<file path="src/hdl/lzrd_pkg.sv">
`default_nettype none

package lzrd_pkg;

  // History store geometry
  localparam int unsigned HIST_DEPTH = 8192;
  localparam int unsigned HIST_AW    = $clog2(HIST_DEPTH);

  // Field widths of the token format
  localparam int unsigned CNT_W  = 13;
  localparam int unsigned BYTE_W = 8;

  // Channel operations
  localparam logic OP_OFFER = 1'b0;
  localparam logic OP_PULL  = 1'b1;

  // Header masks
  localparam logic [7:0] EXT_MASK  = 8'hE0;
  localparam logic [7:0] EXT_MATCH = 8'h60;
  localparam logic [CNT_W-1:0] MIN_RUN = CNT_W'(4);

  typedef logic [HIST_AW-1:0] addr_t;
  typedef logic [CNT_W-1:0]   cnt_t;

  typedef enum logic [2:0] {
    PH_HEADER     = 3'd0,
    PH_BACK_LOW   = 3'd1,
    PH_REP_LOW    = 3'd2,
    PH_REP_VALUE  = 3'd3,
    PH_LIT_LOW    = 3'd4,
    PH_LIT_DATA   = 3'd5,
    PH_AFTER_BACK = 3'd6
  } phase_t;

  typedef enum logic [1:0] {
    RUN_NONE   = 2'd0,
    RUN_COPY   = 2'd1,
    RUN_REPEAT = 2'd2
  } run_t;

  typedef enum logic [1:0] {
    KIND_NONE   = 2'd0,
    KIND_DATA   = 2'd1,
    KIND_END    = 2'd2,
    KIND_REFUSE = 2'd3
  } kind_t;

  // Per-item request from the parser to the history/output stage
  typedef struct packed {
    kind_t             kind;
    logic [BYTE_W-1:0] data;     // literal or repeat byte
    logic              is_copy;  // data comes from the history read
    logic              rd_ok;    // history entry has been written before
    addr_t             rd_addr;
    logic              wr;       // decoded byte goes into history
    addr_t             wr_addr;
  } req_t;

  // Advance a history position with wrap
  function automatic addr_t pos_inc(input addr_t p);
    addr_t r;
    if (p == addr_t'(HIST_DEPTH - 1)) begin
      r = '0;
    end else begin
      r = p + addr_t'(1);
    end
    return r;
  endfunction

  // Step back from a position by an offset, with wrap
  function automatic addr_t pos_sub(input addr_t p, input cnt_t off);
    addr_t o;
    addr_t r;
    o = addr_t'(off);
    if (p >= o) begin
      r = p - o;
    end else begin
      r = addr_t'({1'b0, p} + (HIST_AW + 1)'(HIST_DEPTH) - {1'b0, o});
    end
    return r;
  endfunction

endpackage

`default_nettype wire

</file>
<file path="src/hdl/lzrd_parse.sv">
`default_nettype none

module lzrd_parse (
  input  wire logic           clk,
  input  wire logic           rst_n,
  input  wire logic           acc,
  input  wire logic           operation,
  input  wire logic [7:0]     in_byte,
  output lzrd_pkg::req_t      req
);

  lzrd_pkg::phase_t phase_r, phase_nxt;
  lzrd_pkg::run_t   run_r, run_nxt;
  lzrd_pkg::addr_t  wr_pos_r, wr_pos_nxt;
  lzrd_pkg::addr_t  copy_pos_r, copy_pos_nxt;
  lzrd_pkg::cnt_t   rem_r, rem_nxt;
  logic [7:0]       rep_r, rep_nxt;
  logic [7:0]       hlat_r, hlat_nxt;
  logic             fin_r, fin_nxt;
  logic             wrapped_r, wrapped_nxt;

  logic             offer_go;
  logic             is_ext;
  logic             hdr_take;
  lzrd_pkg::phase_t hdr_phase;
  lzrd_pkg::cnt_t   lit_cnt;
  lzrd_pkg::cnt_t   rep_cnt;
  lzrd_pkg::cnt_t   back_len;
  lzrd_pkg::cnt_t   offset;

  // Decode helpers
  assign offer_go = acc && !fin_r && (operation == lzrd_pkg::OP_OFFER)
                    && (run_r == lzrd_pkg::RUN_NONE);
  assign is_ext   = (in_byte & lzrd_pkg::EXT_MASK) == lzrd_pkg::EXT_MATCH;
  assign lit_cnt  = {hlat_r[4:0], in_byte};
  assign rep_cnt  = lzrd_pkg::cnt_t'({hlat_r[3:0], in_byte}) + lzrd_pkg::MIN_RUN;
  assign back_len = lzrd_pkg::cnt_t'(hlat_r[6:5]) + lzrd_pkg::MIN_RUN;
  assign offset   = {hlat_r[4:0], in_byte};

  // Phase that a header byte leads to
  always_comb begin
    if (in_byte[7]) begin
      hdr_phase = lzrd_pkg::PH_BACK_LOW;
    end else if (in_byte[6]) begin
      hdr_phase = in_byte[4] ? lzrd_pkg::PH_REP_LOW : lzrd_pkg::PH_REP_VALUE;
    end else if (in_byte[5]) begin
      hdr_phase = lzrd_pkg::PH_LIT_LOW;
    end else if (in_byte[4:0] != 5'd0) begin
      hdr_phase = lzrd_pkg::PH_LIT_DATA;
    end else begin
      hdr_phase = lzrd_pkg::PH_HEADER;
    end
  end

  // Next parse phase
  always_comb begin
    phase_nxt = phase_r;
    if (offer_go) begin
      case (phase_r)
        lzrd_pkg::PH_BACK_LOW:  phase_nxt = lzrd_pkg::PH_AFTER_BACK;
        lzrd_pkg::PH_REP_LOW:   phase_nxt = lzrd_pkg::PH_REP_VALUE;
        lzrd_pkg::PH_REP_VALUE: phase_nxt = lzrd_pkg::PH_HEADER;
        lzrd_pkg::PH_LIT_LOW: begin
          phase_nxt = (lit_cnt != '0) ? lzrd_pkg::PH_LIT_DATA : lzrd_pkg::PH_HEADER;
        end
        lzrd_pkg::PH_LIT_DATA: begin
          if (rem_r <= lzrd_pkg::cnt_t'(1)) begin
            phase_nxt = lzrd_pkg::PH_HEADER;
          end
        end
        lzrd_pkg::PH_AFTER_BACK: begin
          if (!is_ext) begin
            phase_nxt = hdr_phase;
          end
        end
        default: phase_nxt = hdr_phase;
      endcase
    end
  end

  // Run state, positions and the request for this item
  always_comb begin
    run_nxt      = run_r;
    wr_pos_nxt   = wr_pos_r;
    copy_pos_nxt = copy_pos_r;
    rem_nxt      = rem_r;
    rep_nxt      = rep_r;
    hlat_nxt     = hlat_r;
    fin_nxt      = fin_r;
    wrapped_nxt  = wrapped_r;
    hdr_take     = 1'b0;

    req.kind    = lzrd_pkg::KIND_NONE;
    req.data    = '0;
    req.is_copy = 1'b0;
    req.rd_addr = copy_pos_r;
    req.rd_ok   = wrapped_r || (copy_pos_r < wr_pos_r);
    req.wr      = 1'b0;
    req.wr_addr = wr_pos_r;

    if (fin_r) begin
      req.kind = lzrd_pkg::KIND_END;
    end else if (operation == lzrd_pkg::OP_PULL) begin
      if (run_r == lzrd_pkg::RUN_NONE || rem_r == '0) begin
        req.kind = lzrd_pkg::KIND_REFUSE;
      end else begin
        req.kind = lzrd_pkg::KIND_DATA;
        req.wr   = 1'b1;
        if (run_r == lzrd_pkg::RUN_COPY) begin
          req.is_copy  = 1'b1;
          copy_pos_nxt = lzrd_pkg::pos_inc(copy_pos_r);
        end else begin
          req.data = rep_r;
        end
        rem_nxt = rem_r - lzrd_pkg::cnt_t'(1);
        if (rem_r == lzrd_pkg::cnt_t'(1)) begin
          run_nxt = lzrd_pkg::RUN_NONE;
        end
      end
    end else if (run_r != lzrd_pkg::RUN_NONE) begin
      req.kind = lzrd_pkg::KIND_REFUSE;
    end else begin
      case (phase_r)
        lzrd_pkg::PH_BACK_LOW: begin
          copy_pos_nxt = lzrd_pkg::pos_sub(wr_pos_r, offset);
          rem_nxt      = back_len;
          run_nxt      = lzrd_pkg::RUN_COPY;
        end
        lzrd_pkg::PH_REP_LOW: rem_nxt = rep_cnt;
        lzrd_pkg::PH_REP_VALUE: begin
          rep_nxt = in_byte;
          run_nxt = lzrd_pkg::RUN_REPEAT;
        end
        lzrd_pkg::PH_LIT_LOW: rem_nxt = lit_cnt;
        lzrd_pkg::PH_LIT_DATA: begin
          req.kind = lzrd_pkg::KIND_DATA;
          req.data = in_byte;
          req.wr   = 1'b1;
          if (rem_r != '0) begin
            rem_nxt = rem_r - lzrd_pkg::cnt_t'(1);
          end
        end
        lzrd_pkg::PH_AFTER_BACK: begin
          if (is_ext) begin
            rem_nxt = lzrd_pkg::cnt_t'(in_byte[4:0]);
            if (in_byte[4:0] != 5'd0) begin
              run_nxt = lzrd_pkg::RUN_COPY;
            end
          end else begin
            hdr_take = 1'b1;
          end
        end
        default: hdr_take = 1'b1;
      endcase

      // Latch a new header
      if (hdr_take) begin
        hlat_nxt = in_byte;
        if (in_byte == 8'd0) begin
          fin_nxt  = 1'b1;
          req.kind = lzrd_pkg::KIND_END;
        end else if (!in_byte[7] && in_byte[6] && !in_byte[4]) begin
          rem_nxt = lzrd_pkg::cnt_t'(in_byte[3:0]) + lzrd_pkg::MIN_RUN;
        end else if (!in_byte[7] && !in_byte[6] && !in_byte[5]) begin
          rem_nxt = lzrd_pkg::cnt_t'(in_byte[4:0]);
        end
      end
    end

    // Advance the write position and track the fill of the history
    if (req.wr) begin
      wr_pos_nxt = lzrd_pkg::pos_inc(wr_pos_r);
      if (wr_pos_r == lzrd_pkg::addr_t'(lzrd_pkg::HIST_DEPTH - 1)) begin
        wrapped_nxt = 1'b1;
      end
    end
  end

  // Control registers, updated on each accepted item
  always_ff @(posedge clk) begin
    if (!rst_n) begin
      phase_r    <= lzrd_pkg::PH_HEADER;
      run_r      <= lzrd_pkg::RUN_NONE;
      wr_pos_r   <= '0;
      copy_pos_r <= '0;
      rem_r      <= '0;
      rep_r      <= '0;
      hlat_r     <= '0;
      fin_r      <= 1'b0;
      wrapped_r  <= 1'b0;
    end else if (acc) begin
      phase_r    <= phase_nxt;
      run_r      <= run_nxt;
      wr_pos_r   <= wr_pos_nxt;
      copy_pos_r <= copy_pos_nxt;
      rem_r      <= rem_nxt;
      rep_r      <= rep_nxt;
      hlat_r     <= hlat_nxt;
      fin_r      <= fin_nxt;
      wrapped_r  <= wrapped_nxt;
    end
  end

endmodule

`default_nettype wire

</file>
<file path="config.mk">
export PLATFORM = sky130hd
export DESIGN_NAME = lzrd_parse
export DESIGN_NICKNAME = d
export VERILOG_FILES = /design/src/hdl/lzrd_pkg.sv /design/src/hdl/lzrd_parse.sv
export SDC_FILE = /design/constraint.sdc
export NUM_CORES = 1
export LEC_CHECK = 0
export BUFFER_PORTS_ARGS = -buffer_cell sky130_fd_sc_hd__buf_2
export CAP_MARGIN = 20
export CELL_PAD_IN_SITES_DETAIL_PLACEMENT = 0
export CELL_PAD_IN_SITES_GLOBAL_PLACEMENT = 1
export CORE_MARGIN = 4
export CORE_UTILIZATION = 25
export DETAILED_ROUTE_END_ITERATION = 7
export GPL_ROUTABILITY_DRIVEN = 0
export PLACE_DENSITY_LB_ADDON = 0.1
export SETUP_SLACK_MARGIN = 0.4
export SLEW_MARGIN = 30
export SYNTH_ARGS = -nofsm -noshare
export SYNTH_HDL_FRONTEND = slang
export SYNTH_SLANG_ARGS = --single-unit
</file>
<file path="constraint.sdc">
create_clock -name clk -period 4.3 [get_ports clk]
set_input_delay 0.86 -clock clk [delete_from_list [all_inputs] [get_ports clk]]
set_output_delay 0.86 -clock clk [all_outputs]
set_load 0.03 [all_outputs]
</file>
## Word-level counts from Yosys, hierarchy flattened

Index checks and enable logic that the tools add are counted.

| storage, ports and cells | value |
|---|---|
| register bits | 61 |
| input port bits | 12 |
| output and inout port bits | 39 |
| word-level logic and storage cells | 137 |

| operators by class | value |
|---|---|
| add/sub/neg operators | 9 |
| magnitude comparators | 3 |
| eq/ne operators | 19 |
| mux-type cells | 62 |
| bitwise operators | 3 |
| reductions and logical operators | 32 |

Operators by type and width:

| kind | count |
|---|---|
| two-way mux 13 bit | 17 |
| one-hot mux 13 bit (5 select lines) | 1 |
| adder 13 x 1 -> 13 bit (second input constant) | 3 |
| two-way mux 9 bit | 3 |
| == test 13 bit (second input constant) | 2 |
| nonzero test 13 bit | 2 |
| subtractor 13 bit | 2 |
| two-way mux 2 bit | 11 |
| two-way mux 3 bit | 7 |
| one-hot mux 3 bit (6 select lines) | 1 |
| two-way mux 1 bit | 17 |
| two-way mux 8 bit | 2 |
| adder 12 x 3 -> 13 bit (second input constant) | 1 |
| == test 13 x 1 -> 1 bit (second input constant) | 1 |
| greater-or-equal comparator 13 bit | 1 |
| <= comparator 13 x 1 -> 1 bit (second input constant) | 1 |
| zero test 13 bit | 1 |
| < comparator 13 bit | 1 |
| subtractor 13 x 1 -> 13 bit (second input constant) | 1 |
| two-way mux 10 bit | 1 |
| AND reduction 5 bit | 2 |
| == test 3 x 2 -> 1 bit (second input constant) | 3 |
| == test 3 bit (second input constant) | 3 |
| zero test 8 bit | 1 |
| other kinds (23) | 43 |

## Depth between registers and ports, before layout

| depth | value |
|---|---|
| depth in word-level cells | 10 |
| depth in mapped cells | 10 |
| depth with buffers taken out | 10 |

## Worst setup path after synthesis

No wires, ideal clock.

| timing path | value |
|---|---|
| path kind | in2out |
| from | input port in_byte[3] |
| to | output port req[38] (netlist bit) |
| arrival | 2.639 ns |
| setup slack | 0.801 ns |
| stages | 7 |
| path buffers | 0 |
| cell sequence | inv_1 -> ha_1 -> or4b_4 -> or4_1 -> a21oi_1 -> nor2_1 -> o21bai_1 |

RTL lines:

| what | RTL line | text |
|---|---|---|
| start: declaration | lzrd_parse.sv:8 | `input wire logic [7:0] in_byte,` |
| end: declaration | lzrd_parse.sv:9 | `output lzrd_pkg::req_t req` |

==> metrics <==
FF+latch count, synth 61; drt wl/cell 19.26 um; initial drt markers roughly 330; drt pass-1 iters 5; Async SR Flop Fraction 0%; Cell Area, Synth 4900 sq um; CP required ~3400 ps; Pwr Total roughly 1.8 mW; pwr dens between 300 and 400 nW/um^2; maxcap violations 0; vias per cell between 5 and 6; Crit. End Element output pin; min cycle time layout 3739 ps; outcome complete, no violations; post-cts resize count 0; first-pass GRT wire length between 30 and 40 mm; CTS Sinks 61; final slew viol count 0; Final #Nets approximately 750; RSZ-0062 raised after global routing false; worst skew pair latency between 300 and 400 ps; setup tns final 0 ps; clk root buf clkbuf_16; hpwl dp 14.39 mm; vias post-DR between 5000 and 6000; Layout area overhead 17.49%; Top-Level Pins a little over 50; Post-synth top flop dfxtp_1; post-synth cell types 70; worst slack, placed around 570 ps; post-route insts no fill 974; postcts setup bufs 0; Die W 148.0 um; final clock skew between 7 and 8 ps; cell taking the most area after synthesis dfxtp_1; # DRC 0; initial core utilization between 20% and 30%; total die area ~22000 sq um; finished layout cell area about 5800 sq um; CTS H-tree depth 3; final hold vios 0; chip height roughly 150 um; initial antenna violation count 0; clock buffer depth 2; CTS tree done; Fillers 2120; Area contributors post-synth dfxtp_1 25%, ha_1 7.9%, nor2_1 7.8%; Slew headroom about 46%; crit-path max FO 6; largest net degree at the start of global routing 27; Rows 50; Hold-fix buffers, CTS 0; layout cells sized above 1 about 13%; clock slew at reported path FFs ~60 ps; vias in the first global route between 5000 and 6000; Final setup viols 0; Final ANT Viol Nets 0; Seq/Total Area, Yosys between 20 and 25%; Leak ~2.2 nW; critical path class input port to output pin; Mapped Nets 710; Final Cycle Share 86.96%; overflow left after global routing 0; Post-synth EDFFs 0; Ys Warns 0; Yosys top cell area share around a quarter; HP Class flop to flop; highest clock rate between 200 and 300 MHz; most frequent cells in the layout 102 x nor2_1, 61 x dfxtp_1, 57 x a21oi_1; commonest non-fill, non-tap cell in the layout nor2_1; actual slew at the worst max-slew pin 815.5 ps; core area roughly 19000 sq um; Avg Cell Area, Syn ~7.4 sq um; Setup crit start kind input port; WL final between 15 and 20 mm; port buffer count 50; Mapped Cells roughly 670; number of buffers created by CTS 9; final setup margin between 500 and 600 ps; Arr. time, crit path around 2900 ps; placed inst area roughly 5400 sq um; VDD IR max a little over 0.2 mV; number of diodes 0; Placed Cells about 960; total track usage between 15 and 20%
## flip-flops by register name, summed over array words and instances (netlist names)
signal      cells
wr_pos_r       13
rep_r           8
phase_r         3
fin_r           1
run_r           2
copy_pos_r     13
rem_r          13
hlat_r          7
wrapped_r       1
## report_power, final
group | leakage (nW) | internal (mW) | switching, mW | total, mW
combinational | 1.55 | 0.130 | 0.252 | 0.382
sequential | 0.494 | 0.582 | 0.0333 | 0.616
clock | 0.152 | 0.496 | 0.284 | 0.780
## area by class of cell
type | count | area [sq um] | area share [%]
inverters | 36 | 135.1 | 2.347
repair buffers | 60 | 325.3 | 5.651
flip-flops and latches | 61 | 1221 | 21.21
clock buffers | 13 | 270.3 | 4.695
clock inverters | 3 | 42.54 | 0.7390
multi-input cells | 541 | 3437 | 59.70
well taps | 260 | 325.3 | 5.651
## worst paths after layout
check,startpoint,endpoint,slack (ps),cells past startpoint
setup / recovery,in_byte[3],req[38],560,9
hold / removal,rep_r[2],rep_r[2],500,2
setup reg to reg,phase_r[1],rem_r[7],1490,7
hold reg to reg,rep_r[2],rep_r[2],500,2
## per-stage QoR
| stage | util (%) | hold slack, ps |
|---|---|---|
| after CTS | 30.24 | 498.3 |
| after detailed placement | 28.60 | 484.6 |
| after global routing | 30.27 | 522.4 |
| final | 30.27 | 498.1 |
| after global placement | 28.60 | 473.8 |
| after floorplan | - | 437.4 |
## synth_stat cells, types with 6 or more instances
library cell / number
nand2_1: 45
ha_1: 31
nor3_1: 16
o21ai_1: 9
clkbuf_1: 19
inv_1: 35
o31ai_1: 6
xnor2_1: 26
o21ai_0: 36
a22oi_1: 17
nand3_1: 26
mux2i_1: 10
and3_1: 7
nor2b_1: 7
o221ai_1: 7
a31oi_1: 9
nand4_1: 7
a21oi_1: 57
a211oi_1: 8
dfxtp_1: 61
nand2b_1: 9
nor2_1: 102
## cells by family (layout without fill, tap and decap cells)
logic type / count (synthesis) / after routing / synth area share [%]
AO/OA/AOI/OAI: 206 / 206 / 27.73
buffers and inverters: 64 / 112 / 5.184
AND/OR/NAND/NOR: 262 / 262 / 26.25
adder cells (fa/ha/maj): 32 / 32 / 8.325
XOR/XNOR: 31 / 31 / 5.541
flip-flops: 61 / 61 / 24.92
multiplexers: 10 / 10 / 2.043
## layer usage
| layer | part of all wire, % | GRT usage (%) | routed length (um) |
|---|---|---|---|
| met5 | 0 | 0 | 0 |
| met4 | 1.6 | 5.081 | 292 |
| met3 | 4.0 | 2.575 | 753 |
| met2 | 44 | 27.08 | 8313 |
| met1 | 50 | 25.09 | 9401 |
## worst max-delay path, stage by stage
cell,delay [ps]
buf_2,140
inv_1,130
ha_1,150
or4b_4,470
or4_1,430
a21oi_1,270
nor2_1,80
o21bai_1,130
buf_2,220
No activity file was read; power rests on OpenSTA's default activity.
