<file path="src/hdl/lzrd_pkg.sv">
`default_nettype none

package lzrd_pkg;

  // History store geometry
  localparam int unsigned HIST_DEPTH = 8192;
  localparam int unsigned HIST_AW    = $clog2(HIST_DEPTH);

  // Field widths of the token format
  localparam int unsigned CNT_W  = 13;
  localparam int unsigned BYTE_W = 8;

  // Channel operations
  localparam logic OP_OFFER = 1'b0;
  localparam logic OP_PULL  = 1'b1;

  // Header masks
  localparam logic [7:0] EXT_MASK  = 8'hE0;
  localparam logic [7:0] EXT_MATCH = 8'h60;
  localparam logic [CNT_W-1:0] MIN_RUN = CNT_W'(4);

  typedef logic [HIST_AW-1:0] addr_t;
  typedef logic [CNT_W-1:0]   cnt_t;

  typedef enum logic [2:0] {
    PH_HEADER     = 3'd0,
    PH_BACK_LOW   = 3'd1,
    PH_REP_LOW    = 3'd2,
    PH_REP_VALUE  = 3'd3,
    PH_LIT_LOW    = 3'd4,
    PH_LIT_DATA   = 3'd5,
    PH_AFTER_BACK = 3'd6
  } phase_t;

  typedef enum logic [1:0] {
    RUN_NONE   = 2'd0,
    RUN_COPY   = 2'd1,
    RUN_REPEAT = 2'd2
  } run_t;

  typedef enum logic [1:0] {
    KIND_NONE   = 2'd0,
    KIND_DATA   = 2'd1,
    KIND_END    = 2'd2,
    KIND_REFUSE = 2'd3
  } kind_t;

  // Per-item request from the parser to the history/output stage
  typedef struct packed {
    kind_t             kind;
    logic [BYTE_W-1:0] data;     // literal or repeat byte
    logic              is_copy;  // data comes from the history read
    logic              rd_ok;    // history entry has been written before
    addr_t             rd_addr;
    logic              wr;       // decoded byte goes into history
    addr_t             wr_addr;
  } req_t;

  // Advance a history position with wrap
  function automatic addr_t pos_inc(input addr_t p);
    addr_t r;
    if (p == addr_t'(HIST_DEPTH - 1)) begin
      r = '0;
    end else begin
      r = p + addr_t'(1);
    end
    return r;
  endfunction

  // Step back from a position by an offset, with wrap
  function automatic addr_t pos_sub(input addr_t p, input cnt_t off);
    addr_t o;
    addr_t r;
    o = addr_t'(off);
    if (p >= o) begin
      r = p - o;
    end else begin
      r = addr_t'({1'b0, p} + (HIST_AW + 1)'(HIST_DEPTH) - {1'b0, o});
    end
    return r;
  endfunction

endpackage

`default_nettype wire

</file>
<file path="src/hdl/lzrd_if.sv">
`default_nettype none


interface lzrd_out_if;
  logic       valid;
  logic       ready;
  logic [1:0] kind;
  logic [7:0] out_byte;

  modport source (output valid, output kind, output out_byte, input ready);
  modport sink   (input valid, input kind, input out_byte, output ready);
endinterface

`default_nettype wire

</file>
<file path="src/hdl/lzrd_out.sv">
`default_nettype none

module lzrd_out (
  input  wire logic                   clk,
  input  wire logic                   rst_n,
  input  wire logic                   acc,
  input  wire lzrd_pkg::req_t         req,
  output logic                        free,
  input  wire logic [7:0]             ram_q,
  output logic                        ram_we,
  output lzrd_pkg::addr_t             ram_waddr,
  output logic [7:0]                  ram_wdata,
  output logic                        ram_re,
  lzrd_out_if.source                  out_ch
);

  lzrd_pkg::req_t s1_r;
  logic           s1_v_r;
  logic           fwd_r;
  logic [7:0]     fwd_data_r;
  logic           out_v_r;
  logic [1:0]     out_kind_r;
  logic [7:0]     out_byte_r;

  logic           out_free;
  logic           s1_adv;
  logic [7:0]     res;

  // Handshake between the stages
  assign out_free = !out_v_r || out_ch.ready;
  assign s1_adv   = s1_v_r && out_free;
  assign free     = !s1_v_r || s1_adv;

  // Resolve the byte of the item in the history stage
  always_comb begin
    if (!s1_r.is_copy) begin
      res = s1_r.data;
    end else if (fwd_r) begin
      res = fwd_data_r;
    end else if (s1_r.rd_ok) begin
      res = ram_q;
    end else begin
      res = '0;
    end
  end

  // History access: read on a copy pull, write when the item moves on
  assign ram_re    = acc && req.is_copy;
  assign ram_we    = s1_adv && s1_r.wr;
  assign ram_waddr = s1_r.wr_addr;
  assign ram_wdata = res;

  // Hold the stage payload; catch a read of the entry being written now
  always_ff @(posedge clk) begin
    if (acc) begin
      s1_r       <= req;
      fwd_r      <= ram_we && (s1_r.wr_addr == req.rd_addr);
      fwd_data_r <= res;
    end
  end

  always_ff @(posedge clk) begin
    if (!rst_n) begin
      s1_v_r <= 1'b0;
    end else if (free) begin
      s1_v_r <= acc;
    end
  end

  // Output register
  always_ff @(posedge clk) begin
    if (!rst_n) begin
      out_v_r <= 1'b0;
    end else if (out_free) begin
      out_v_r <= s1_v_r;
    end
  end

  always_ff @(posedge clk) begin
    if (s1_adv) begin
      out_kind_r <= s1_r.kind;
      out_byte_r <= (s1_r.kind == lzrd_pkg::KIND_DATA) ? res : 8'd0;
    end
  end

  assign out_ch.valid    = out_v_r;
  assign out_ch.kind     = out_kind_r;
  assign out_ch.out_byte = out_byte_r;

endmodule

`default_nettype wire

</file>
<file path="src/flat_wrapper.sv">
// flat-port wrapper written by rule: the top's interface ports become plain ports
module lzrd_out_flat 
  (clk, rst_n, acc, req, free, ram_q, ram_we, ram_waddr, ram_wdata, ram_re, out_ch_valid, out_ch_kind, out_ch_out_byte, out_ch_ready);
  lzrd_out_if out_ch_i ();
  input  wire logic clk;
  input  wire logic rst_n;
  input  wire logic acc;
  input  wire lzrd_pkg::req_t req;
  output logic free;
  input  wire logic [7:0] ram_q;
  output logic ram_we;
  output lzrd_pkg::addr_t ram_waddr;
  output logic [7:0] ram_wdata;
  output logic ram_re;
  output wire logic [$bits(out_ch_i.valid)-1:0] out_ch_valid;
  output wire logic [$bits(out_ch_i.kind)-1:0] out_ch_kind;
  output wire logic [$bits(out_ch_i.out_byte)-1:0] out_ch_out_byte;
  input wire logic [$bits(out_ch_i.ready)-1:0] out_ch_ready;
  assign out_ch_valid = out_ch_i.valid;
  assign out_ch_kind = out_ch_i.kind;
  assign out_ch_out_byte = out_ch_i.out_byte;
  assign out_ch_i.ready = out_ch_ready;
  lzrd_out u_core (.clk(clk), .rst_n(rst_n), .acc(acc), .req(req), .free(free), .ram_q(ram_q), .ram_we(ram_we), .ram_waddr(ram_waddr), .ram_wdata(ram_wdata), .ram_re(ram_re), .out_ch(out_ch_i));
endmodule
</file>
<file path="config.mk">
export PLATFORM = sky130hd
export DESIGN_NAME = lzrd_out_flat
export DESIGN_NICKNAME = d
export VERILOG_FILES = /design/src/hdl/lzrd_pkg.sv /design/src/hdl/lzrd_if.sv /design/src/hdl/lzrd_out.sv /design/src/flat_wrapper.sv
export SDC_FILE = /design/constraint.sdc
export NUM_CORES = 1
export LEC_CHECK = 0
export ABC_AREA = 1
export BUFFER_PORTS_ARGS = -buffer_cell sky130_fd_sc_hd__clkbuf_2
export CAP_MARGIN = 15
export CELL_PAD_IN_SITES_DETAIL_PLACEMENT = 1
export CELL_PAD_IN_SITES_GLOBAL_PLACEMENT = 1
export CORE_MARGIN = 8
export CORE_UTILIZATION = 30
export CTS_CLUSTER_SIZE = 16
export DETAILED_ROUTE_END_ITERATION = 10
export PLACE_DENSITY = 0.66
export REMOVE_ABC_BUFFERS = 1
export SLEW_MARGIN = 25
export SYNTH_ARGS = -nofsm -noshare
export SYNTH_HDL_FRONTEND = slang
export SYNTH_SLANG_ARGS = --single-unit
</file>
<file path="constraint.sdc">
create_clock -name clk -period 3.4 [get_ports clk]
set_input_delay 0.34 -clock clk [delete_from_list [all_inputs] [get_ports clk]]
set_output_delay 0.34 -clock clk [all_outputs]
set_load 0.03 [all_outputs]
</file>
---- Yosys cells after proc, flatten, opt, wreduce, memory -nomap -nowiden ----
Cells that the tools add are included.
storage, ports and cells
  register bits after elaboration ......... 47
  input port bits ......................... 51
  output and inout bits ................... 35
  logic and storage cells ................. 25
cells by class
  equality and inequality tests ........... 2
  muxes and demuxes ....................... 3
  reductions and logical operators ........ 8
operator list
  cell                                           number
  two-way mux 8 bit                              3
  == test 13 bit                                 1
  logical AND 1 bit                              4
  == test 2 x 1 -> 1 bit, second input constant  1
  zero test 1 bit                                2
  logical OR 1 bit                               2

---- Depth between registers and ports, before layout ----
Gate-level depths: netlist (run 1).
  depth after elaboration ................. 5
  depth in mapped cells ................... 8
  depth with buffers taken out ............ 8

---- Worst setup path after synthesis (run 1) ----
Ideal clock, no wire load.
  kind .................................... reg-to-output
  start ................................... reg u_core.out_v_r, in the netlist u_core.out_ch.valid
  end ..................................... out ram_we
  buffers on the path ..................... 0
  stages on the path, launching flop included .. 6
  data arrival time ....................... 1.014 ns
  data required time ...................... 3.060 ns
  setup slack ............................. 2.046 ns
  path through ............................ dfxtp_1 > nand2_1 > nand2_2 > inv_2 > nand2_2 > inv_1
on the way
  word-level cells in the longest chain between the ends .. 4
RTL lines
  item                     RTL line            text
  start, declared          lzrd_out.sv:21      logic out_v_r;
  start signal, assigned   lzrd_out.sv:75      out_v_r <= s1_v_r;
  zero test 1 bit          lzrd_out.sv:30      assign out_free = !out_v_r || out_ch.ready;
  logical OR 1 bit         lzrd_out.sv:30
  logical AND 1 bit        lzrd_out.sv:31      assign s1_adv = s1_v_r && out_free;
  named net u_core.s1_adv  lzrd_out.sv:26      logic s1_adv;
  logical AND 1 bit        lzrd_out.sv:49      assign ram_we = s1_adv && s1_r.wr;
  end, declared            flat_wrapper.sv:11  output logic ram_we;
The timed path passes the listed nets, and every way through them passes these cells.

---- Final worst setup path (run 1) ----
  start ................................... reg u_core.fwd_r
  end ..................................... out ram_wdata[4]
on the way
  word-level cells in the longest chain between the ends .. 2
RTL lines
  item                    RTL line            text
  start, declared         lzrd_out.sv:19      logic fwd_r;
  start signal, assigned  lzrd_out.sv:57      fwd_r <= ram_we && (s1_r.wr_addr == req.rd_addr);
  two-way mux 8 bit       lzrd_out.sv:38      end else if (fwd_r) begin
  two-way mux 8 bit       lzrd_out.sv:36      if (!s1_r.is_copy) begin
  end, declared           flat_wrapper.sv:13  output logic [7:0] ram_wdata;
Every way passes these cells.

==> impl_results.md, run 1 <==
* # fillers at around 760
* Cts bufs inserted at 5
* Max Fclk at 511 MHz
* Final worst-path cycle share at 0.576
* Share of cells above drive strength 1 at 0.416
* Gate Count Post-Synth at 174
* Cell Area, Synth at 2060 µm²
* Number of max-cap violations at 0
* Setup Fix Bufs, Post-CTS at 0
* VDD IR max at 0.220 mV
* Drt wl/cell at approximately 15 µm
* TNS Setup at 0 ns
* CP Buf/Inv Count at 2
* RR Endpoint: u_core.fwd_data_r[3]
* Fin crit period at 1.96 ns
* Antenna Nets Post-Route at 0
* Worst path top cell family by delay: flip-flops
* Clock-pin slew on the worst setup and hold paths at 0.09 ns
* Crit Path Class: reg -> out
* Remaining DRCs at 0
* Routed met2 length at around 2.5 mm
* CTS H-tree lvls at 2
* Main combinational cell family by area after synthesis: simple AND/OR/NAND/NOR gates
* R2r startpoint: u_core.fwd_r
* First-pass GRT wire length at 7.47 mm
* Total power at 1.32 mW
* Initial antenna violation count at 0
* Placed Area at approximately 2400 µm²
* Compound-cell area share of the yosys netlist at 0.0352
* Final hold viol count at 0
* Most numerous cell on the critical path: nand2_1
* Vias after detailed routing at 1,386
* Worst Setup End Kind: output port
* Crit-path slowest cell: edfxtp_1
* Required @ worst endpoint at approximately 3 ns
* Register area at 1390 µm²
* Core Box Area at 6720 µm²
* CTS root buf: clkbuf_8
* Hold buffers post-CTS at 0
* Final HPWL DP at approximately 3.9 mm
* Vias in the first global route at roughly 1,500
* Slew Viols, Final at 0
* Simple-gate portion of the synthesized area at 0.133
* DRT Pass-1 Iters at 3
* Least-Margin Pin Slew at 0.604 ns
* Unrepaired setup endpoints after global routing: false
* # nets final at 300
* Count of cell types in the netlist at 19
* Startpoint Class: flop
* Total wire length at 4.79 mm
* Met3 WL at roughly 340 µm
* Worst Hold Class: in -> reg
* Rel. slew slack at 0.597
* PD cells at between 500 and 600 nW/µm²
* Max clock buf depth at 2
* Area delta synth->final at 23.3%
* FF-to-FF path depth at 4
* Die area at 9790 µm²
* Worst Path Arrival at about 1.6 ns
* Multiplexer share of the synthesized area at 0
* Ant diodes at 0
* Adder-cell area share of the yosys netlist at 0
* I/O pin cnt at 86
* Post-route cell area at 2540 µm²
* Largest net degree at the start of global routing at 25
* Leak Pwr at 1.17 nW
* Port bufs at 85
* Top sig layer: met4
* Total grt overflow at 0
* RD Place Congestion at 0.740
* Via density at 4.20
* Critical Path End: ram_wdata[4]
* Clock skew at 0.00713 ns
* Placed Cells at 322
* Critical Path Source: u_core.fwd_r
* Finish-stage setup viols at 0
* TritonCTS clock tree: done
* CP max stage delay at 0.64 ns
* Stages on the worst setup path at 5
* # resized after CTS at 0
* CP cell instances: nand2_1 -> nand2_1 -> o22ai_1 -> inv_1 -> clkbuf_2
* Gr usage total at 0.0983
* Die Span X at 99.0 µm
* Drt first-iter violations at 52
* Met1 Routed Length at 1.92 mm
* Synth Area in XOR/XNOR at 0.0424
* Register bit total from synthesis at 47
* Height of the die at 99.0 µm
* Finished Layout Cells at 330
* Sequential share of the synthesized area at 0.674
* Synth warnings at 0
* Clock sink total at 47
* Area of the multi-input gates at roughly 430 µm²
* Cell row count at 30
* Worst-Skew Late Latency at 0.30 ns
* Reg2reg setup slack at 2.02 ns
* Initial Util at 0.307
* Crit-path max FO at 16
* Outcome: completed
* Synth Area per Inst at 11.9 µm²
cell families after synthesis:
family                 count (synthesis)
AO/OA/AOI/OAI                         10
flip-flops                            47
XOR/XNOR                              10
buffers and inverters                 39
AND/OR/NAND/NOR                       68
sequential cells by signal, indices dropped and copies added, names as in the netlist:
name and cells:
u_core.out_ch.valid 1, u_core.fwd_r 1, u_core.ram_waddr 13, u_core.s1_r 13, u_core.s1_v_r 1, u_core.out_ch.kind 2
u_core.out_ch.out_byte 8, u_core.fwd_data_r 8
Yosys cell counts:
cell,n,area (µm²)
o22ai_1,6,37.5
a21oi_1,2,10.0
edfxtp_1,45,1350
nor2_2,2,12.5
dfxtp_1,2,40.0
buf_6,2,22.5
xnor2_1,9,78.8
nor2_1,19,71.3
buf_12,1,20.0
clkbuf_2,1,5.00
inv_1,19,71.3
buf_4,13,97.6
buf_8,1,15.0
nand2_1,41,154
o22ai_2,2,25.0
inv_2,2,7.51
nand3_1,1,5.00
xor2_1,1,8.76
nand2_2,5,31.3
where the power goes:
group / switching, mW / leakage, nW / internal [mW] / total, mW
combinational: 0.137 / 0.665 / 0.0717 / 0.209
clock: 0.183 / 0.0556 / 0.215 / 0.398
sequential: 0.0271 / 0.453 / 0.685 / 0.712
worst min path at each step:
stage / end / start / cells past startpoint / slack [ns]
2_1_floorplan: u_core.out_ch.kind[1] / u_core.s1_r[38] / 0 / 0.43
3_3_place_gp: u_core.out_ch.kind[0] / u_core.s1_r[37] / 0 / 0.44
3_5_place_dp: u_core.out_ch.kind[0] / u_core.s1_r[37] / 0 / 0.45
4_1_cts: u_core.s1_r[33] / req[33] / 1 / 0.20
5_1_grt: u_core.s1_r[33] / req[33] / 1 / 0.20
6_report: u_core.s1_r[33] / req[33] / 1 / 0.21
routing by layer:
layer	vias to the layer above	GRT usage
li1	697	-
met5	-	0
met1	637	0.105
met2	48	0.174
met3	4	0.0402
met4	0	0.0248
cell type report:
cell class	instances	area share
Clock buffer	5	0.0270
Clock inverter	3	0.0152
Inverter	21	0.0310
Multi-Input combinational cell	88	0.171
Sequential cell	47	0.547
Tap cell	80	0.0393
Timing Repair Buffer	86	0.170
placed cells by master, fill, tap and decap left out, drive strengths merged:
cell type / instances
xor2: 1
nor2: 21
dfxtp: 2
nand3: 1
inv: 21
nand2: 46
buf: 1
bufinv: 1
xnor2: 9
o22ai: 8
edfxtp: 45
a21oi: 2
clkinv: 2
clkbuf: 90
metrics by stage:
| stage | setup WS, ns | hold slack (ns) | utilization |
|---|---|---|---|
| after floorplan | 1.99 | 0.426 | - |
| after CTS | 1.39 | 0.197 | 0.379 |
| after global routing | 1.23 | 0.197 | 0.379 |
| final | 1.44 | 0.211 | 0.379 |
| after global placement | 1.78 | 0.436 | 0.363 |
| after detailed placement | 1.74 | 0.451 | 0.363 |
Note: power is estimated with default switching activity, not from simulation.
==> run 2, diff against run 1 <==
ABC_AREA = 0   (was 1)
PLACE_DENSITY = 0.65   (was 0.66)
clock period = 2.03 ns   (was 3.4 ns; I/O delays follow)
==> run 2 against run 1 <==
Net effect:
- register-to-register slack worse by 1.5 ns
- non-clock buffer count increased by 6
- global-route usage increased by 0.49 points
- clock skew shrank 0.0014 ns
- via count down 4.6%
- combinational power grew 69%
- worst hold slack lost 0.13 ns
- critical path type unchanged
- critical endpoint is now ram_wdata[6]
==> impl_results.md, run 2 <==
* Rel. slew slack at 0.785
* Worst Setup End Kind: output port
* Clock sink total at 47
* Via density at 4.51
* Setup Fix Bufs, Post-CTS at 0
* Least-Margin Pin Slew at about 0.32 ns
* Area delta synth->final at 29.0%
* Finish-stage setup viols at 0
* Synth warnings at 0
* Register bit total from synthesis at 47
* Count of cell types in the netlist at 22
* Clock-pin slew on the worst setup and hold paths at roughly 0.09 ns
* Sw Pwr at 560 µW
* Required @ worst endpoint at 1.83 ns
* Cell Area, Synth at slightly below 2000 µm²
* Crit Path Class: reg -> out
* Ys async rst share at 0
* Initial antenna violation count at 0
* Hold slack final at 0.0810 ns
* Worst Hold Class: in -> reg
* Core Box Area at 6310 µm²
* First-pass GRT wire length at 7.26 mm
* Final hold viol count at 0
* Drt wl/cell at 16.2 µm
* CTS root buf: clkbuf_8
* Worst Path Arrival at 1.59 ns
* Leak Pwr at 1.03 nW
* I/O pin cnt at between 80 and 90
* Final HPWL DP at 3.78 mm
* Die Span X at 96.5 µm
* Combinational power share at 0.161
* Total grt overflow at 0
* Total power at 2.20 mW
* Count leader, synth: edfxtp_1
* Top-area cell type share of the netlist area at 0.695
* Clk pwr share at 0.304
* Number of max-cap violations at 0
* # resized after CTS at 0
* Most instantiated cells after synthesis: edfxtp_1 (45), a21oi_1 (15), buf_4 (13), xnor2_1 (11), nor2_1 (9)
* Cell row count at 29
* Total wire length at 4.75 mm
* Drt first-iter violations at 67
* Hold buffers post-CTS at 0
* DRT Pass-1 Iters at 2
* Worst-Skew Late Latency at 0.29 ns
* Sequential group share of total power at 0.535
* Slew Viols, Final at 0
* Outcome: completed
* Die area at 9320 µm²
* Port bufs at 85
* Vias after detailed routing at 1,322
* Largest net degree at the start of global routing at 31
* Internal cell power at 1.64 mW
* # nets final at 266
* Ant diodes at 0
* Gr usage total at 0.103
* Final worst-path cycle share at 0.882
* Remaining DRCs at 0
* Share of cells above drive strength 1 at 0.472
* Placed Area at roughly 2400 µm²
* Crit-path max FO at 7
* # fillers at 696
* Sequential share of the synthesized area at 0.715
* VDD IR max at around 0.47 mV
* Initial Util at 0.308
* Synth Area per Inst at between 10 and 15 µm²
* TNS Setup at 0 ns
* Synth top area cells: edfxtp_1 (69%), buf_4 (5.0%), xnor2_1 (5.0%), a21oi_1 (3.9%), a22oi_1 (2.7%)
* Switching Fraction at 0.255
* Synth area leader: edfxtp_1
* Fin crit period at between 1.5 and 2 ns
* Vias in the first global route at 1,508
* Unrepaired setup endpoints after global routing: false
* Antenna Nets Post-Route at 0
* Startpoint Class: flop
* Height of the die at 96.5 µm
* PD cells at 876 nW/µm²
* Most common cell after layout, fill and taps aside: clkbuf_2
* Clock skew at 0.00575 ns
* Gate Count Post-Synth at 134
* EDFF count, synth at 45
* Final Util at 0.398
* Max Fclk at 559 MHz
* Post-route cell area at 2510 µm²
* Max clock buf depth at 2
* CTS H-tree lvls at 2
* RD Place Congestion at 0.672
* Cts bufs inserted at 5
* Most frequent cells in the layout: clkbuf_2 (85), edfxtp_1 (45), a21oi_1 (15)
* Most used DFF post-synth: edfxtp_1
* TritonCTS clock tree: done
## run 2: changes by cell type in the layout (fill, tap and decap cells not counted), sizes merged, moves of 2 or more
cell | previous run | this run
a21oi | 2 | 15
nor2 | 21 | 9
clkinv | 2 | 0
xnor2 | 9 | 11
nor2b | 0 | 5
nand4 | 0 | 2
nand2 | 46 | 3
clkbuf | 90 | 92
and2 | 0 | 2
o21ai | 0 | 7
o22ai | 8 | 0
a22oi | 0 | 7
inv | 21 | 0
buf | 1 | 7
## run 2: area by class of cell
class	count	area, µm²	share of cell area
repair buffers	92	478	0.190
well taps	77	96.3	0.0384
clock buffers	7	76.3	0.0304
multi-input cells	69	438	0.174
clock inverters	1	30.0	0.0120
flip-flops and latches	47	1390	0.554
## run 2: critical path: stages, from the launching register on
cell      delay, ns
edfxtp_1       0.41
nor2b_1        0.14
buf_4          0.17
a22oi_1        0.10
a21oi_1        0.23
clkbuf_2       0.25
## run 2: cell families (layout without fill, tap and decap cells)
family | after synthesis | in the layout | share of synthesized area
compound gates | 31 | 31 | 0.0907
xor+xnor | 13 | 13 | 0.0585
simple gates | 25 | 25 | 0.0759
flops | 47 | 47 | 0.715
buf+inv | 18 | 100 | 0.0598
## run 2: final timing paths
check,from,slack (ns),depth (start not counted),to
worst max-delay path,u_core.fwd_r,0.24,5,ram_wdata[6]
worst min-delay path,req[32],0.08,1,u_core.s1_r[32]
worst max register to register,u_core.ram_waddr[8],0.56,3,u_core.fwd_r
worst min register to register,u_core.s1_r[37],0.44,0,u_core.out_ch.kind[0]
## run 2: stage by stage
step                instances  setup slack (ns)
finish                    293             0.240
floorplan                 116             0.240
CTS                       293             0.195
detailed placement        285             0.535
global placement          285             0.530
global route              293            0.0984
## run 2: layer usage
layer	up-vias	part of all wire	track usage
met2	65	0.46	0.163
met1	609	0.40	0.109
met5	-	0	0
li1	642	-	-
met4	0	0.0095	0.0303
met3	6	0.13	0.0696
## run 2: power by group through the flow
stage	Combinational, mW	Clock, mW	Sequential [mW]
finish	0.353	0.669	1.18
global placement	0.359	0	1.20
CTS	0.363	0.695	1.18
detailed placement	0.362	0	1.20
global route	0.383	0.723	1.19
floorplan	0.129	0	1.27
